File: config.mk
export PLATFORM = sky130hd
export DESIGN_NAME = fifo_cache_miss_counter
export DESIGN_NICKNAME = d
export VERILOG_FILES = /design/src/design/fcmc_pkg.sv /design/src/design/fifo_cache_miss_counter.sv /design/src/design/fcmc_cell.sv
export SDC_FILE = /design/constraint.sdc
export NUM_CORES = 2
export LEC_CHECK = 0
export BUFFER_PORTS_ARGS = -buffer_cell sky130_fd_sc_hd__buf_2
export CAP_MARGIN = 10
export CORE_MARGIN = 1.5
export CORE_UTILIZATION = 55
export CTS_CLUSTER_DIAMETER = 50
export DETAILED_ROUTE_END_ITERATION = 16
export PLACE_DENSITY_LB_ADDON = 0.15
export SLEW_MARGIN = 25
export SYNTH_ARGS = -nofsm -noshare
export SYNTH_HDL_FRONTEND = slang
export SYNTH_HIERARCHICAL = 1
export SYNTH_SLANG_ARGS = --single-unit
export TNS_END_PERCENT = 30
File: constraint.sdc
create_clock -name clk_i -period 25.5 [get_ports clk_i]
set_input_delay 3.825 -clock clk_i [delete_from_list [all_inputs] [get_ports clk_i]]
set_output_delay 3.825 -clock clk_i [all_outputs]
set_load 0.005 [all_outputs]
File: src/design/fcmc_pkg.sv
// shared constants and types for the fifo replacement cache miss counter
package fcmc_pkg;

  localparam int DEPTH     = 64;
  localparam int WORD_BITS = 16;
  localparam int IDX_W     = (DEPTH > 1) ? $clog2(DEPTH) : 1;
  localparam int CAP_W     = 7;
  localparam int MISS_W    = 32;
  localparam int ADDR_W    = 3;
  localparam int DATA_W    = 32;

  localparam logic [CAP_W-1:0] CAP_RESET = CAP_W'(DEPTH);

  // register select bit of the byte address
  localparam logic REG_CAPACITY = 1'b0;

  typedef struct packed {
    logic shift;  // miss: every cell takes its neighbor's entry
    logic evict;  // oldest entry leaves, occupancy holds
  } fcmc_ctrl_t;

endpackage

File: src/design/fifo_cache_miss_counter.sv
// top level of the fifo replacement cache miss counter
//
// fully associative cache with first-in-first-out replacement, built as a
// chain of cells: cell 0 holds the newest entry, the valid run ends at the
// oldest one. every cell compares its entry against the incoming word
//
// input channel: a beat is taken at the rising edge where start is high and
// busy is low. busy stays low, so a word can come in every cycle
// result channel: one result per beat, shown for exactly one cycle with
// valid_o high, on the cycle right after the beat was taken (throughput 1
// word per cycle, as the whole chain compares and shifts at once on each
// taken beat). the receiver cannot stall; results are never held
// miss_total_o shows the saturating miss count including the current beat
//
// config: apb-style port, capacity at byte address 0; the user must write it
// only while the block is idle (not enforced by the block). capacity 0 acts as 1,
// above the chain depth as the depth. lowering it below the fill evicts one entry per miss
//
// reset clears all valid flags, the miss count, and sets capacity to 64;
// no clearing pass is needed
module fifo_cache_miss_counter (
  input  logic                           clk_i,
  input  logic                           rst_ni,
  // command channel
  input  logic                           start,
  output logic                           busy,
  input  logic [fcmc_pkg::WORD_BITS-1:0] word_i,
  input  logic                           last_word_i,
  // result channel
  output logic                           valid_o,
  output logic                           hit_o,
  output logic                           evicted_valid_o,
  output logic [fcmc_pkg::WORD_BITS-1:0] evicted_word_o,
  output logic [fcmc_pkg::MISS_W-1:0]    miss_total_o,
  output logic                           final_res_o,
  // configuration port
  input  logic                           psel,
  input  logic                           penable,
  input  logic                           pwrite,
  input  logic [fcmc_pkg::ADDR_W-1:0]    paddr,
  input  logic [fcmc_pkg::DATA_W-1:0]    pwdata,
  output logic [fcmc_pkg::DATA_W-1:0]    prdata,
  output logic                           pready
);
  import fcmc_pkg::*;

  // capacity register
  logic [CAP_W-1:0] cap_q;
  logic             cfg_wr;
  logic [IDX_W-1:0] cap_idx;   // effective capacity minus one

  // chain wiring
  logic [WORD_BITS-1:0] cell_word   [DEPTH];
  logic [WORD_BITS-1:0] cell_oldest [DEPTH];
  logic [DEPTH-1:0]     cell_valid;
  logic [DEPTH-1:0]     cell_match;
  fcmc_ctrl_t           ctrl;

  logic                 accept;
  logic                 hit;
  logic                 full;
  logic [WORD_BITS-1:0] oldest_word;
  logic [MISS_W-1:0]    miss_q;

  assign busy   = 1'b0;
  assign accept = start && !busy;
  assign pready = 1'b1;

  // ---------------- configuration ----------------
  assign cfg_wr = psel && penable && pwrite && pready && (paddr[2] == REG_CAPACITY);

  always_ff @(posedge clk_i or negedge rst_ni) begin
    if (!rst_ni) begin
      cap_q <= CAP_RESET;
    end else if (cfg_wr) begin
      cap_q <= pwdata[CAP_W-1:0];
    end
  end

  assign prdata = (paddr[2] == REG_CAPACITY) ? DATA_W'(cap_q) : '0;

  // clamp capacity to 1..DEPTH and turn it into a cell index
  always_comb begin
    if (cap_q == '0) begin
      cap_idx = '0;
    end else if (32'(cap_q) > DEPTH) begin
      cap_idx = IDX_W'(DEPTH - 1);
    end else begin
      cap_idx = IDX_W'(cap_q - CAP_W'(1));
    end
  end

  // ---------------- cell chain ----------------
  for (genvar k = 0; k < DEPTH; k++) begin : g_cell
    logic [WORD_BITS-1:0] prev_word;
    logic                 prev_valid;
    logic                 next_valid;

    if (k == 0) begin : g_head
      // the new word enters at the head as the newest entry
      assign prev_word  = word_i;
      assign prev_valid = 1'b1;
    end else begin : g_body
      assign prev_word  = cell_word[k-1];
      assign prev_valid = cell_valid[k-1];
    end

    if (k == DEPTH - 1) begin : g_tail
      assign next_valid = 1'b0;
    end else begin : g_inner
      assign next_valid = cell_valid[k+1];
    end

    fcmc_cell u_cell (
      .clk_i         (clk_i),
      .rst_ni        (rst_ni),
      .ctrl_i        (ctrl),
      .key_i         (word_i),
      .prev_word_i   (prev_word),
      .prev_valid_i  (prev_valid),
      .next_valid_i  (next_valid),
      .word_o        (cell_word[k]),
      .valid_o       (cell_valid[k]),
      .match_o       (cell_match[k]),
      .oldest_word_o (cell_oldest[k])
    );
  end

  // at most one cell flags itself oldest, so an or gathers its entry
  always_comb begin
    oldest_word = '0;
    for (int k = 0; k < DEPTH; k++) begin
      oldest_word = oldest_word | cell_oldest[k];
    end
  end

  assign hit  = |cell_match;
  // occupancy reached capacity when the cell at capacity-1 is in use
  assign full = cell_valid[cap_idx];

  assign ctrl = '{shift: accept && !hit, evict: accept && !hit && full};

  // ---------------- miss count ----------------
  always_ff @(posedge clk_i or negedge rst_ni) begin
    if (!rst_ni) begin
      miss_q <= '0;
    end else if (ctrl.shift && (miss_q != '1)) begin
      miss_q <= miss_q + MISS_W'(1);
    end
  end

  assign miss_total_o = miss_q;

  // ---------------- result register ----------------
  always_ff @(posedge clk_i or negedge rst_ni) begin
    if (!rst_ni) begin
      valid_o <= 1'b0;
    end else begin
      valid_o <= accept;
    end
  end

  always_ff @(posedge clk_i) begin
    if (accept) begin
      hit_o           <= hit;
      evicted_valid_o <= ctrl.evict;
      evicted_word_o  <= ctrl.evict ? oldest_word : '0;
      final_res_o     <= last_word_i;
    end
  end

endmodule

File: src/design/fcmc_cell.sv
// one storage cell of the cache chain: entry, valid flag, compare
module fcmc_cell (
  input  logic                          clk_i,
  input  logic                          rst_ni,
  input  fcmc_pkg::fcmc_ctrl_t          ctrl_i,
  input  logic [fcmc_pkg::WORD_BITS-1:0] key_i,
  input  logic [fcmc_pkg::WORD_BITS-1:0] prev_word_i,
  input  logic                          prev_valid_i,
  input  logic                          next_valid_i,
  output logic [fcmc_pkg::WORD_BITS-1:0] word_o,
  output logic                          valid_o,
  output logic                          match_o,
  output logic [fcmc_pkg::WORD_BITS-1:0] oldest_word_o
);
  import fcmc_pkg::*;

  logic [WORD_BITS-1:0] word_q;
  logic                 valid_q;
  logic                 oldest;

  // oldest entry sits at the end of the valid run
  assign oldest        = valid_q && !next_valid_i;
  assign match_o       = valid_q && (word_q == key_i);
  assign oldest_word_o = oldest ? word_q : '0;
  assign word_o        = word_q;
  assign valid_o       = valid_q;

  always_ff @(posedge clk_i) begin
    if (ctrl_i.shift) begin
      word_q <= prev_word_i;
    end
  end

  always_ff @(posedge clk_i or negedge rst_ni) begin
    if (!rst_ni) begin
      valid_q <= 1'b0;
    end else if (ctrl_i.shift && !ctrl_i.evict) begin
      valid_q <= prev_valid_i;
    end
  end

endmodule

==> results by group <==
Flow run
  • Max cap viols: 0

STA
  • Skew final: 0.0316 ns
  • Hold Violations, Final: 0
  • Period utilization: a little under half
  • Pin slew with the least headroom to its limit: 1.19 ns
  • Max-slew violation count: 0
  • PnR worst setup slack: 13.82 ns
  • Setup_tns: 0 ns
  • Final Critical Period: 11.68 ns
  • Setup violations, final: 0
  • Rel. slew slack: 19.7%
  • Unrepaired setup endpoints after global routing: no
  • Maximum clock frequency: about 86 MHz

Logic synthesis
  • Warnings, synthesis: 6
  • Flops & latches, synth: 1147
  • Seq/Total Area, Yosys: 58.2%
  • Most used DFF post-synth: edfxtp_1
  • Most frequent cell after synthesis: edfxtp_1
  • Cell taking the most area after synthesis: edfxtp_1
  • Share of the synthesized area in the top cell type: 53.8%
  • Top cells by area, synth: edfxtp_1 (54%), xnor2_1 (12%), and2_1 (11%)
  • Async S/R FF share, synth: 9.07%
  • Synth cell types: 69
  • Post-synth EDFFs: 1043
  • Synth cell count leaders: edfxtp_1 (1043), and2_1 (1027), xnor2_1 (783)
  • Syn Area/Cell: 12.8 um^2
  • Mapped Cells: 4550
  • Cell Area, Synth: 0.0583 mm^2

Critical path
  • Critical Path Max Stage Delay: 0.91 ns
  • Critical-path maximum fanout: 81
  • Setup crit start kind: primary input
  • CP arrival: 12.33 ns
  • Worst EP required: 26.14 ns
  • CP endpoint kind: flip-flop
  • Crit path buf inv count: 6
  • WS Path Type: primary input to flip-flop
  • CP top delay family: buffers and inverters
  • CP cell instances: buf_4, buf_4, xnor2_1, nand4_1, nor4_2, nor4_1, nand4_1, or4_1, or2_2, clkinvlp_4, buf_4, buf_4, buf_4, nor2b_1, mux2_2
  • Critical path's most frequent cell: buf_4
  • Crit-path slowest cell: buf_4

Placement
  • Dpl hpwl: 133000 um
  • I/O Buffers: 89
  • Post-DP Area: 0.0607 mm^2
  • Final GP Congestion: 1.01
  • Pre-CTS WS: 13.34 ns

CTS
  • Post-cts resize count: 0
  • CTS Buffer Depth: 3
  • Clk sink count: 1147
  • Clock root cell: clkbuf_16
  • CTS Buf Count: approximately 140
  • CTS tree: yes
  • Worst-Skew Late Latency: 0.77 ns
  • Postcts setup bufs: 0
  • H-tree depth: 4
  • Clk slew on worst S/H paths: around 0.06 ns
  • Cts hold-fix bufs: 0

Run status
  • Status: finished, final reports clean

Route
  • Number of nets still failing antenna checks after routing: 0
  • Total Wirelength: about 190000 um
  • Total vias in the final route: 39304
  • Routed vias/inst: 6.26
  • Mean routed wirelength per cell: around 30 um
  • # DRC: 0
  • 1st-pass router iterations: 6
  • DR iter-0 viols: approximately 5300

Finish
  • Nets@finish: slightly below 5000
  • Area Overhead vs Synth: 12.8%
  • Layout cells sized above 1: approximately an eighth
  • Final Cell Area: 0.0657 mm^2
  • Filler instances: 8152
  • Multi-input logic area: 0.0240 mm^2
  • Sequential Area: 0.0339 mm^2

Floorplan
  • Starting Density: between 50% and 60%
  • Chip height: 328 um
  • Die area: 0.108 mm^2
  • Row count: 119
  • Top-Level Pins: 144
  • Core area: 0.105 mm^2
  • Die X-Extent: between 300 and 400 um

Global route
  • First-pass GRT wire length: 270000 um
  • Pin count of the biggest net entering global routing: 198
  • Number of global-route vias before repair: around 38000
  • GRT Resource Usage Total: 35.0%
  • Initial antenna violation count: 13
  • Grt total ovfl: 0

Power and ir drop
  • Final total power: 0.00559 W
  • Leakage: roughly 23 nW
  • Power Dens Cells: ~85 mW/mm^2
  • Maximum VDD drop: 0.0000591 V

Worst hold path
  • HP Class: flip-flop to flip-flop
per-layer routing:
layer  track usage [%]  up-vias  share of wire (%)
met5                 0        -              0.048
met4              15.5       14                4.8
met3              8.13      435                 11
met2              51.8     2134                 44
met1              49.3    19812                 40
li1                  -    16909                  -
power breakdown:
part | switching, W | leakage [nW] | internal [W]
registers | 0.000190 | 11.6 | 0.00221
logic | 0.000698 | 8.96 | 0.000399
clock network | 0.000833 | 2.34 | 0.00126
total | 0.00172 | 22.9 | 0.00387
registers in the layout (all words and copies together), names as in the netlist:
register / count
evicted_valid_o: 1
cap_q: 7
valid_o: 1
g_cell.u_cell/word_o: 1024
miss_total_o: 32
hit_o: 1
evicted_word_o: 16
g_cell.u_cell/valid_o: 64
final_res_o: 1
placed cells by master (no fill, tap or decap), drive strengths merged, types with 5 or more instances in the layout:
cell type,Yosys,layout
a21oi,20,20
clkbuf,75,180
a211oi,7,7
and3,11,11
nor2,23,23
bufinv,0,15
nand4,263,263
conb,2,29
xnor2,783,783
mux2,73,73
nor4,434,434
xor2,274,274
buf,38,166
dfrtp,103,103
inv,12,23
clkinv,1,40
nor3,11,11
edfxtp,1043,1043
nor2b,134,134
a31oi,6,6
o21ai,19,19
and2,1028,1028
nand3,21,21
o31ai,5,5
clkinvlp,0,14
nand2,97,97
layout make-up:
cell class,count,area share (%)
well taps,1391,2.65
repair buffers,166,1.74
inverters,13,0.0800
flip-flops and latches,1147,51.6
multi-input cells,3304,36.5
clock inverters,79,1.34
clock buffers,180,6.02
diodes,3,0.0114
final timing paths:
check / depth (start not counted) / from / to / slack, ns
max in group asynchronous: 2 / rst_ni / miss_total_o[11] / 21.27
hold / removal: 0 / g_cell[26].u_cell/word_o[10] / g_cell[27].u_cell/word_o[10] / 0.47
min in group asynchronous: 1 / rst_ni / cap_q[3] / 2.99
setup / recovery: 15 / word_i[0] / g_cell[6].u_cell/valid_o / 13.82
hold reg to reg: 0 / g_cell[26].u_cell/word_o[10] / g_cell[27].u_cell/word_o[10] / 0.47
setup reg to reg: 14 / g_cell[46].u_cell/word_o[15] / g_cell[6].u_cell/valid_o / 17.83
cells by family (layout without fill, tap and decap cells):
kind of cell | after synthesis | in the layout | share of synthesized area, %
AO/OA/AOI/OAI | 92 | 92 | 1.10
buffers and inverters | 126 | 438 | 1.03
XOR/XNOR | 1057 | 1057 | 15.9
multiplexers | 78 | 78 | 1.52
adder cells (fa/ha/maj) | 5 | 5 | 0.0988
flip-flops | 1147 | 1147 | 58.2
AND/OR/NAND/NOR | 2043 | 2043 | 22.1
other | 2 | 32 | 0.0129
per-stage QoR:
stage,hold slack [ns],utilization (%),instances
floorplan,0.462,-,4577
global placement,0.468,57.7,6019
finish,0.471,62.5,6283
CTS,0.471,62.4,6278
detailed placement,0.474,57.8,6019
global route,0.490,62.5,6280
No activity file was read; power rests on OpenSTA's default activity.
